**config.mk**
```make
export PLATFORM = sky130hd
export DESIGN_NAME = idle_cstate_promotion_policy
export DESIGN_NICKNAME = d
export VERILOG_FILES = /design/src/hw/rtl/icpp_pkg.sv /design/src/hw/rtl/icpp_cfg_regs.sv /design/src/hw/rtl/icpp_step.sv /design/src/hw/rtl/idle_cstate_promotion_policy.sv
export VERILOG_INCLUDE_DIRS = /design/src /design/src/hw/rtl
export SDC_FILE = /design/constraint.sdc
export NUM_CORES = 1
export LEC_CHECK = 0
export ABC_AREA = 0
export BUFFER_PORTS_ARGS = -buffer_cell sky130_fd_sc_hd__clkbuf_2
export CAP_MARGIN = 15
export CORE_MARGIN = 5
export CORE_UTILIZATION = 43
export DETAILED_ROUTE_END_ITERATION = 12
export PLACE_DENSITY = 0.68
export SLEW_MARGIN = 20
export SYNTH_ARGS = -nofsm -noshare
export SYNTH_HDL_FRONTEND = slang
export SYNTH_SLANG_ARGS = --single-unit
export TNS_END_PERCENT = 50
```
**constraint.sdc**
```tcl
create_clock -name clk_i -period 12.32 [get_ports clk_i]
set_clock_uncertainty 0.1 [all_clocks]
set_input_delay 1.848 -clock clk_i [delete_from_list [all_inputs] [get_ports clk_i]]
set_output_delay 1.848 -clock clk_i [all_outputs]
set_load 0.005 [all_outputs]
```
**src/hw/rtl/idle_cstate_promotion_policy_assert.svh**
```systemverilog
// ----------------------------------------------------------------------------
// Assertion macros for the idle C-state promotion policy
// Implication checks clocked on clk_i and disabled while rst_ni is low.
// ----------------------------------------------------------------------------
`ifndef IDLE_CSTATE_PROMOTION_POLICY_ASSERT_SVH
`define IDLE_CSTATE_PROMOTION_POLICY_ASSERT_SVH

// Same-cycle implication
`define ICPP_ASSERT_IMP(lbl, ante, cons) \
  lbl: assert property (@(posedge clk_i) disable iff (!rst_ni) (ante) |-> (cons)) \
    else $error("icpp assertion failed");

// Next-cycle implication
`define ICPP_ASSERT_NXT(lbl, ante, cons) \
  lbl: assert property (@(posedge clk_i) disable iff (!rst_ni) (ante) |=> (cons)) \
    else $error("icpp assertion failed");

`endif

```
**src/hw/rtl/icpp_pkg.sv**
```systemverilog
`timescale 1ns / 1ps
// ----------------------------------------------------------------------------
// icpp_pkg
// Shared types, codes and helpers of the idle C-state promotion policy.
// ----------------------------------------------------------------------------
package icpp_pkg;

  localparam int unsigned NUM_STATES = 4;
  localparam int unsigned CNT_W      = 8;
  localparam int unsigned CFG_IDX_W  = 3;
  localparam int unsigned CFG_DATA_W = 32;

  localparam logic [CNT_W-1:0] CNT_MAX = '1;

  // Processor sleep states
  typedef enum logic [1:0] {
    CST_C0 = 2'd0,
    CST_C1 = 2'd1,
    CST_C2 = 2'd2,
    CST_C3 = 2'd3
  } cstate_e;

  // Configuration register indexes
  typedef enum logic [CFG_IDX_W-1:0] {
    CFG_BUSY_LIMIT      = 3'd0,
    CFG_DEEPEST_STATE   = 3'd1,
    CFG_PROMOTE_TIME_C1 = 3'd2,
    CFG_PROMOTE_TIME_C2 = 3'd3,
    CFG_DEMOTE_TIME_C2  = 3'd4,
    CFG_DEMOTE_TIME_C3  = 3'd5,
    CFG_COUNT_LIMIT     = 3'd6,
    CFG_BUS_MASTER_MASK = 3'd7
  } cfg_idx_e;

  typedef struct packed {
    logic [31:0]      busy_limit;
    logic [1:0]       deepest_state;
    logic [15:0]      promote_time_c1;
    logic [15:0]      promote_time_c2;
    logic [15:0]      demote_time_c2;
    logic [15:0]      demote_time_c3;
    logic [CNT_W-1:0] count_limit;
    logic [31:0]      bus_master_mask;
  } cfg_t;

  localparam cfg_t CFG_RESET = '{
    busy_limit:      32'd2,
    deepest_state:   2'd2,
    promote_time_c1: 16'd0,
    promote_time_c2: 16'd0,
    demote_time_c2:  16'd0,
    demote_time_c3:  16'd0,
    count_limit:     8'd1,
    bus_master_mask: 32'h0000_000F
  };

  typedef struct packed {
    cstate_e sleep_state;
    cstate_e next_cstate;
    logic    bus_master_reload;
  } res_t;

  // Saturating counter increment
  function automatic logic [CNT_W-1:0] sat_inc(input logic [CNT_W-1:0] c);
    sat_inc = (c == CNT_MAX) ? CNT_MAX : c + CNT_W'(1);
  endfunction

endpackage

```
**src/hw/rtl/icpp_cfg_regs.sv**
```systemverilog
`timescale 1ns / 1ps
// ----------------------------------------------------------------------------
// icpp_cfg_regs
// Configuration register file, written through a plain write port.
// ----------------------------------------------------------------------------
module icpp_cfg_regs (
  input  logic                              clk_i,
  input  logic                              rst_ni,
  input  logic                              cfg_we_i,
  input  logic [icpp_pkg::CFG_IDX_W-1:0]    cfg_idx_i,
  input  logic [icpp_pkg::CFG_DATA_W-1:0]   cfg_data_i,
  output icpp_pkg::cfg_t                    cfg_o
);

  icpp_pkg::cfg_t cfg_q, cfg_d;

  // Decode the write
  always_comb begin
    cfg_d = cfg_q;
    if (cfg_we_i) begin
      case (icpp_pkg::cfg_idx_e'(cfg_idx_i))
        icpp_pkg::CFG_BUSY_LIMIT:      cfg_d.busy_limit      = cfg_data_i;
        icpp_pkg::CFG_DEEPEST_STATE:   cfg_d.deepest_state   = cfg_data_i[1:0];
        icpp_pkg::CFG_PROMOTE_TIME_C1: cfg_d.promote_time_c1 = cfg_data_i[15:0];
        icpp_pkg::CFG_PROMOTE_TIME_C2: cfg_d.promote_time_c2 = cfg_data_i[15:0];
        icpp_pkg::CFG_DEMOTE_TIME_C2:  cfg_d.demote_time_c2  = cfg_data_i[15:0];
        icpp_pkg::CFG_DEMOTE_TIME_C3:  cfg_d.demote_time_c3  = cfg_data_i[15:0];
        icpp_pkg::CFG_COUNT_LIMIT:     cfg_d.count_limit     = cfg_data_i[icpp_pkg::CNT_W-1:0];
        icpp_pkg::CFG_BUS_MASTER_MASK: cfg_d.bus_master_mask = cfg_data_i;
        default: ;
      endcase
    end
  end

  always_ff @(posedge clk_i or negedge rst_ni) begin
    if (!rst_ni) begin
      cfg_q <= icpp_pkg::CFG_RESET;
    end else begin
      cfg_q <= cfg_d;
    end
  end

  assign cfg_o = cfg_q;

endmodule

```
**src/hw/rtl/icpp_step.sv**
```systemverilog
`timescale 1ns / 1ps
// ----------------------------------------------------------------------------
// icpp_step
// Policy state and the combinational promotion / demotion decision.
// ----------------------------------------------------------------------------
module icpp_step #(
  parameter int unsigned HISTORY_BITS = 32
) (
  input  logic                  clk_i,
  input  logic                  rst_ni,
  input  icpp_pkg::cfg_t        cfg_i,
  input  logic                  fire_i,
  input  logic [31:0]           tick_i,
  input  logic                  bm_i,
  input  logic [31:0]           sleep_i,
  output icpp_pkg::res_t        res_o
);

  localparam int unsigned MASK_W = (HISTORY_BITS < 32) ? HISTORY_BITS : 32;
  localparam int unsigned CW     = icpp_pkg::CNT_W;
  localparam int unsigned NS     = icpp_pkg::NUM_STATES;

  icpp_pkg::cstate_e       state_q, state_d;
  logic [HISTORY_BITS-1:0] hist_q, hist_d;
  logic [31:0]             last_q, last_d;
  logic [CW-1:0]           pcnt_q [NS];
  logic [CW-1:0]           pcnt_d [NS];
  logic [CW-1:0]           dcnt_q [NS];
  logic [CW-1:0]           dcnt_d [NS];

  icpp_pkg::cstate_e       cs, nxt, ptarget, dtarget;
  logic                    active, busy, hit, pbm, dbm;
  logic [15:0]             ptime, dtime;
  logic [CW-1:0]           pc, dc;
  logic [HISTORY_BITS-1:0] mask_ext, hist_sh;
  logic [31:0]             tick_delta;

  // History shift and bus-master hit
  always_comb begin
    hist_sh  = {hist_q[HISTORY_BITS-2:0], bm_i};
    mask_ext = '0;
    mask_ext[MASK_W-1:0] = cfg_i.bus_master_mask[MASK_W-1:0];
    hit      = |(hist_sh & mask_ext);
  end

  // Busy demotion and per-state thresholds
  always_comb begin
    active     = (state_q != icpp_pkg::CST_C0);
    tick_delta = tick_i - last_q;
    busy       = (state_q != icpp_pkg::CST_C1) && (tick_delta >= cfg_i.busy_limit);
    cs         = busy ? icpp_pkg::CST_C1 : state_q;
    ptarget    = icpp_pkg::CST_C0;
    dtarget    = icpp_pkg::CST_C0;
    ptime      = '0;
    dtime      = '0;
    pbm        = 1'b0;
    dbm        = 1'b0;
    case (cs)
      icpp_pkg::CST_C1: begin
        if (cfg_i.deepest_state >= icpp_pkg::CST_C2) ptarget = icpp_pkg::CST_C2;
        ptime = cfg_i.promote_time_c1;
      end
      icpp_pkg::CST_C2: begin
        if (cfg_i.deepest_state == icpp_pkg::CST_C3) ptarget = icpp_pkg::CST_C3;
        ptime   = cfg_i.promote_time_c2;
        pbm     = 1'b1;
        dtarget = icpp_pkg::CST_C1;
        dtime   = cfg_i.demote_time_c2;
      end
      icpp_pkg::CST_C3: begin
        dtarget = icpp_pkg::CST_C2;
        dtime   = cfg_i.demote_time_c3;
        dbm     = 1'b1;
      end
      default: ;
    endcase
  end

  // Counter update and next-state decision
  always_comb begin
    pc  = pcnt_q[cs];
    dc  = dcnt_q[cs];
    nxt = cs;
    if (ptarget != icpp_pkg::CST_C0 && sleep_i >= {16'd0, ptime}) begin
      pc = icpp_pkg::sat_inc(pc);
      dc = '0;
      if (pc >= cfg_i.count_limit && !(pbm && hit)) nxt = ptarget;
    end
    if (dtarget != icpp_pkg::CST_C0) begin
      if (sleep_i < {16'd0, dtime}) begin
        dc = icpp_pkg::sat_inc(dc);
        pc = '0;
        if (dc >= cfg_i.count_limit) nxt = dtarget;
      end
      if (dbm && hit) nxt = dtarget;
    end
  end

  // Next state of all policy registers
  always_comb begin
    state_d = state_q;
    hist_d  = hist_q;
    last_d  = last_q;
    pcnt_d  = pcnt_q;
    dcnt_d  = dcnt_q;
    if (fire_i && active) begin
      state_d = nxt;
      hist_d  = hist_sh;
      last_d  = tick_i;
      for (int i = 0; i < NS; i++) begin
        // leaving a state clears its counters
        if (busy && state_q == icpp_pkg::cstate_e'(i)) begin
          pcnt_d[i] = '0;
          dcnt_d[i] = '0;
        end
        if (cs == icpp_pkg::cstate_e'(i)) begin
          pcnt_d[i] = (nxt != cs) ? '0 : pc;
          dcnt_d[i] = (nxt != cs) ? '0 : dc;
        end
      end
    end
  end

  always_ff @(posedge clk_i or negedge rst_ni) begin
    if (!rst_ni) begin
      state_q <= icpp_pkg::CST_C1;
      hist_q  <= '0;
      last_q  <= '0;
      for (int i = 0; i < NS; i++) begin
        pcnt_q[i] <= '0;
        dcnt_q[i] <= '0;
      end
    end else begin
      state_q <= state_d;
      hist_q  <= hist_d;
      last_q  <= last_d;
      pcnt_q  <= pcnt_d;
      dcnt_q  <= dcnt_d;
    end
  end

  // Result of this visit; a visit in C0 reports all zero
  always_comb begin
    res_o.sleep_state       = active ? cs : icpp_pkg::CST_C0;
    res_o.next_cstate       = active ? nxt : icpp_pkg::CST_C0;
    res_o.bus_master_reload = active && (nxt == icpp_pkg::CST_C3);
  end

endmodule

```
**src/hw/rtl/idle_cstate_promotion_policy.sv**
```systemverilog
`timescale 1ns / 1ps
// ----------------------------------------------------------------------------
// idle_cstate_promotion_policy
// Idle-visit C-state promotion / demotion policy with valid/ready channels.
// ----------------------------------------------------------------------------
// One request per idle visit is taken every clock cycle, except while the input
// register is full and the waiting result is not taken. A request first lands
// in an input register; the decision logic then reads the policy state, updates
// it and writes the result register, and a request is held in the input register
// while an earlier result waits to be taken. The decision loop through the state
// and counter registers sets the rate of one request per cycle.
// Write the configuration only while no request is in flight.
// ----------------------------------------------------------------------------
module idle_cstate_promotion_policy #(
  parameter int unsigned HISTORY_BITS = 32
) (
  input  logic                            clk_i,
  input  logic                            rst_ni,
  input  logic                            in_valid_i,
  output logic                            in_ready_o,
  input  logic [31:0]                     tick_now_i,
  input  logic                            bus_master_seen_i,
  input  logic [31:0]                     sleep_time_i,
  output logic                            out_valid_o,
  input  logic                            out_ready_i,
  output logic [1:0]                      sleep_state_o,
  output logic [1:0]                      next_cstate_o,
  output logic                            bus_master_reload_o,
  input  logic                            cfg_we_i,
  input  logic [icpp_pkg::CFG_IDX_W-1:0]  cfg_idx_i,
  input  logic [icpp_pkg::CFG_DATA_W-1:0] cfg_data_i
);

  icpp_pkg::cfg_t cfg;
  icpp_pkg::res_t res, res_q;
  logic           in_vld_q, out_vld_q, advance, fire;
  logic [31:0]    tick_q, sleep_q;
  logic           bm_q;

  icpp_cfg_regs u_cfg (
    .clk_i      (clk_i),
    .rst_ni     (rst_ni),
    .cfg_we_i   (cfg_we_i),
    .cfg_idx_i  (cfg_idx_i),
    .cfg_data_i (cfg_data_i),
    .cfg_o      (cfg)
  );

  icpp_step #(
    .HISTORY_BITS (HISTORY_BITS)
  ) u_step (
    .clk_i   (clk_i),
    .rst_ni  (rst_ni),
    .cfg_i   (cfg),
    .fire_i  (fire),
    .tick_i  (tick_q),
    .bm_i    (bm_q),
    .sleep_i (sleep_q),
    .res_o   (res)
  );

  // Handshake: result slot frees on take, input slot frees on advance
  assign advance    = !out_vld_q || out_ready_i;
  assign fire       = in_vld_q && advance;
  assign in_ready_o = !in_vld_q || advance;

  // Valid flags
  always_ff @(posedge clk_i or negedge rst_ni) begin
    if (!rst_ni) begin
      in_vld_q  <= 1'b0;
      out_vld_q <= 1'b0;
    end else begin
      if (in_ready_o) in_vld_q <= in_valid_i;
      if (advance)    out_vld_q <= in_vld_q;
    end
  end

  // Payload registers
  always_ff @(posedge clk_i) begin
    if (in_ready_o && in_valid_i) begin
      tick_q  <= tick_now_i;
      bm_q    <= bus_master_seen_i;
      sleep_q <= sleep_time_i;
    end
    if (fire) res_q <= res;
  end

  assign out_valid_o         = out_vld_q;
  assign sleep_state_o       = res_q.sleep_state;
  assign next_cstate_o       = res_q.next_cstate;
  assign bus_master_reload_o = res_q.bus_master_reload;

`include "idle_cstate_promotion_policy_assert.svh"

  // C3 reload flag tracks the next state
  `ICPP_ASSERT_IMP(a_reload_c3, out_vld_q, bus_master_reload_o == (next_cstate_o == icpp_pkg::CST_C3))
  // C1 only ever promotes one step
  `ICPP_ASSERT_IMP(a_c1_no_jump, out_vld_q && sleep_state_o == icpp_pkg::CST_C1, next_cstate_o != icpp_pkg::CST_C3)
  // C3 only ever drops one step
  `ICPP_ASSERT_IMP(a_c3_one_step, out_vld_q && sleep_state_o == icpp_pkg::CST_C3, next_cstate_o != icpp_pkg::CST_C1)
  // A held request is not lost while the result is stalled
  `ICPP_ASSERT_NXT(a_hold_input, in_vld_q && !advance, in_vld_q)

endmodule

```
==> impl_metrics.env <==
export IMPL_place_ws_ps=506
export IMPL_wl_per_cell_um=19.9
export IMPL_syn_to_final_growth_pct=13.9
export IMPL_globalplace_congestion=0.900
export IMPL_clk_latency_ps=550
export IMPL_hold_viol=0
export IMPL_critical_path_class="reg2reg"
export IMPL_n_antenna_cell=0
export IMPL_rows=74
export IMPL_slowest_delay_ps=480
export IMPL_grt_usage_pct=19.4
export IMPL_clock_fmax_mhz=88.0
export IMPL_place_hpwl_um=31200
export IMPL_routed_via_density=5.66
export IMPL_power_density_nw_per_um2=150
export IMPL_grt_overflow=0
export IMPL_outcome="finished clean"
export IMPL_synthArstFlopShare_pct=79.4
export IMPL_drt_initial_drc_count=938
export IMPL_final_cell_mix="261 x dfrtp_1, 183 x mux2_2, 135 x nand2_1"
export IMPL_syn_instance_count=1535
export IMPL_synth_edf_count=70
export IMPL_worstPathMaxFanout=11
export IMPL_yosysTopAreaCell="dfrtp_1"
export IMPL_path_buf_inv=3
export IMPL_die_y_um=213
export IMPL_grt_pass1_wl_um=70100
export IMPL_tightest_slew_ps=1150
export IMPL_vias=12500
export IMPL_htreeDepth=2
export IMPL_slew_viol_final=0
export IMPL_min_period_ps=11360
export IMPL_rsz0062_at_grt="false"
export IMPL_synth_distinct_cells=91
export IMPL_final_common_cell="dfrtp_1"
export IMPL_yosysWarnings=0
export IMPL_ant_nets=0
export IMPL_ys_ff_latch=339
export IMPL_coreArea_um2=40700
export IMPL_avgSynthCellArea_um2=11.5
export IMPL_ys_flop_type="dfrtp_1"
export IMPL_critPathCaptureType="flip-flop"
export IMPL_p_leak_uw=0.00878
export IMPL_cap_violations=0
export IMPL_crit_family="compound AO/OA/AOI/OAI gates"
export IMPL_tns_ps=0
export IMPL_synth_nets=1758
export IMPL_cts_tree="done"
export IMPL_wirelength_um=43900
export IMPL_fin_ws_ps=958
export IMPL_grt_pass1_vias=12800
export IMPL_antenna_found_initial=1
export IMPL_cts_buffer_depth=3
export IMPL_route_detailed_drc=0
export IMPL_finalSetupViolCount=0
export IMPL_fin_nets=1867
export IMPL_slowest_stage="nand3_1"
export IMPL_first_pass_iters=5
export IMPL_drive_gt1_share_pct=25.4
export IMPL_clk_pin_slew_worst_paths_ps=60
export IMPL_hold_path_class="reg2reg"
export IMPL_synth_area_um2=17700
export IMPL_arrival_ps=11720
export IMPL_synth_top_cell_area_share_pct=36.9
export IMPL_port_buffers=111
export IMPL_grt_max_degree=160
export IMPL_start_kind="flip-flop"
export IMPL_slew_headroom_pct=23.1
export IMPL_cts_sinks=339
export IMPL_cts_hold_buffers_added=0
export IMPL_io_pins=112
export IMPL_ir_drop_mv=0.112
export IMPL_cp_required_ps=12670
export IMPL_die_x_um=213
export IMPL_die_area_um2=45300
export IMPL_synth_seq_area_share_pct=50.0
export IMPL_initial_core_util_pct=43.4
export IMPL_finalCritPeriodShare_pct=92.2
export IMPL_cts_root_buf="clkbuf_16"
export IMPL_yosys_top_cells_area="dfrtp_1 37%, edfxtp_1 12%, mux2_2 12%"
export IMPL_cts_buffers=38
==> Yosys cell counts (all sizes together), types with 19 or more instances <==
master,n
ha,117
clkbuf,58
nor2,56
inv,87
o21ai,102
a22o,57
dfrtp,261
a21oi,59
nand3,23
edfxtp,70
xnor2,21
mux2,183
nand2,139
nor3,19
==> per-stage QoR <==
step	total power (µW)	util (%)	hold slack [ps]	instances	cell area, µm²
floorplan	1710	-	324	1535	17700
global placement	1870	46.2	266	2132	18800
detailed placement	1900	46.2	265	2132	18800
CTS	3050	49.3	280	2202	20100
global route	3180	49.4	288	2206	20100
finish	3030	49.4	275	2206	20100
==> area by class of cell <==
cell class                      instances  area [µm²]
Multi-Input combinational cell       1041        8270
Inverter                               88         330
Fill cell                            3665       20600
Clock buffer                           55        1090
Tap cell                              532         666
Clock inverter                         15         169
Sequential cell                       339        8840
Timing Repair Buffer                  136         766
==> sequential cells by signal, summed over array words and instances, names as in the netlist <==
signal               cells
bm_q                     1
in_vld_q                 1
sleep_state_o            2
u_cfg.cfg_o            138
bus_master_reload_o      1
u_step.last_q           32
u_step.state_q           2
next_cstate_o            2
sleep_q                 32
tick_q                  32
out_valid_o              1
u_step.dcnt_q           32
u_step.hist_q           31
u_step.pcnt_q           32
==> metal layers <==
metal	wire length [µm]	vias to the layer above	GRT usage, %
li1	-	5860	-
met1	19600	6191	27.2
met2	20700	344	31.3
met3	2380	81	3.10
met4	1270	0	6.09
met5	0	-	0
==> report_power, final <==
group	switching [µW]	internal (µW)	total [µW]	leakage, µW
combinational	324	232	556	0.00403
clock	462	679	1140	0.000608
sequential	60.3	1270	1330	0.00415
==> cell families after synthesis <==
kind of cell	Yosys count	synth area share [%]
adder cells (fa/ha/maj)	118	8.39
XOR/XNOR	34	1.68
AND/OR/NAND/NOR	327	9.01
buffers and inverters	156	3.41
AO/OA/AOI/OAI	365	15.1
multiplexers	196	12.4
flip-flops	339	50.0
==> path summary, 6_finish.rpt <==
kind                                   start           endpoint  slack (ps)  cells after the start
max                                tick_q[8]   u_step.pcnt_q[2]         960                     46
min                        u_step.pcnt_q[27]  u_step.pcnt_q[27]         270                      0
max reg2reg                        tick_q[8]   u_step.pcnt_q[2]         960                     46
min reg2reg                u_step.pcnt_q[27]  u_step.pcnt_q[27]         270                      0
max in group asynchronous             rst_ni  u_step.last_q[23]        9500                      2
min in group asynchronous             rst_ni  u_step.dcnt_q[31]        1240                      1
==> what timing repair did <==
| item | 4_1_cts | 5_1_grt |
|---|---|---|
| endpoints found under the setup margin | 0 | 52 |
| setup buffers | 0 | 3 |
| resized for setup | 0 | 2 |
Note: power is estimated with default switching activity, not from simulation.
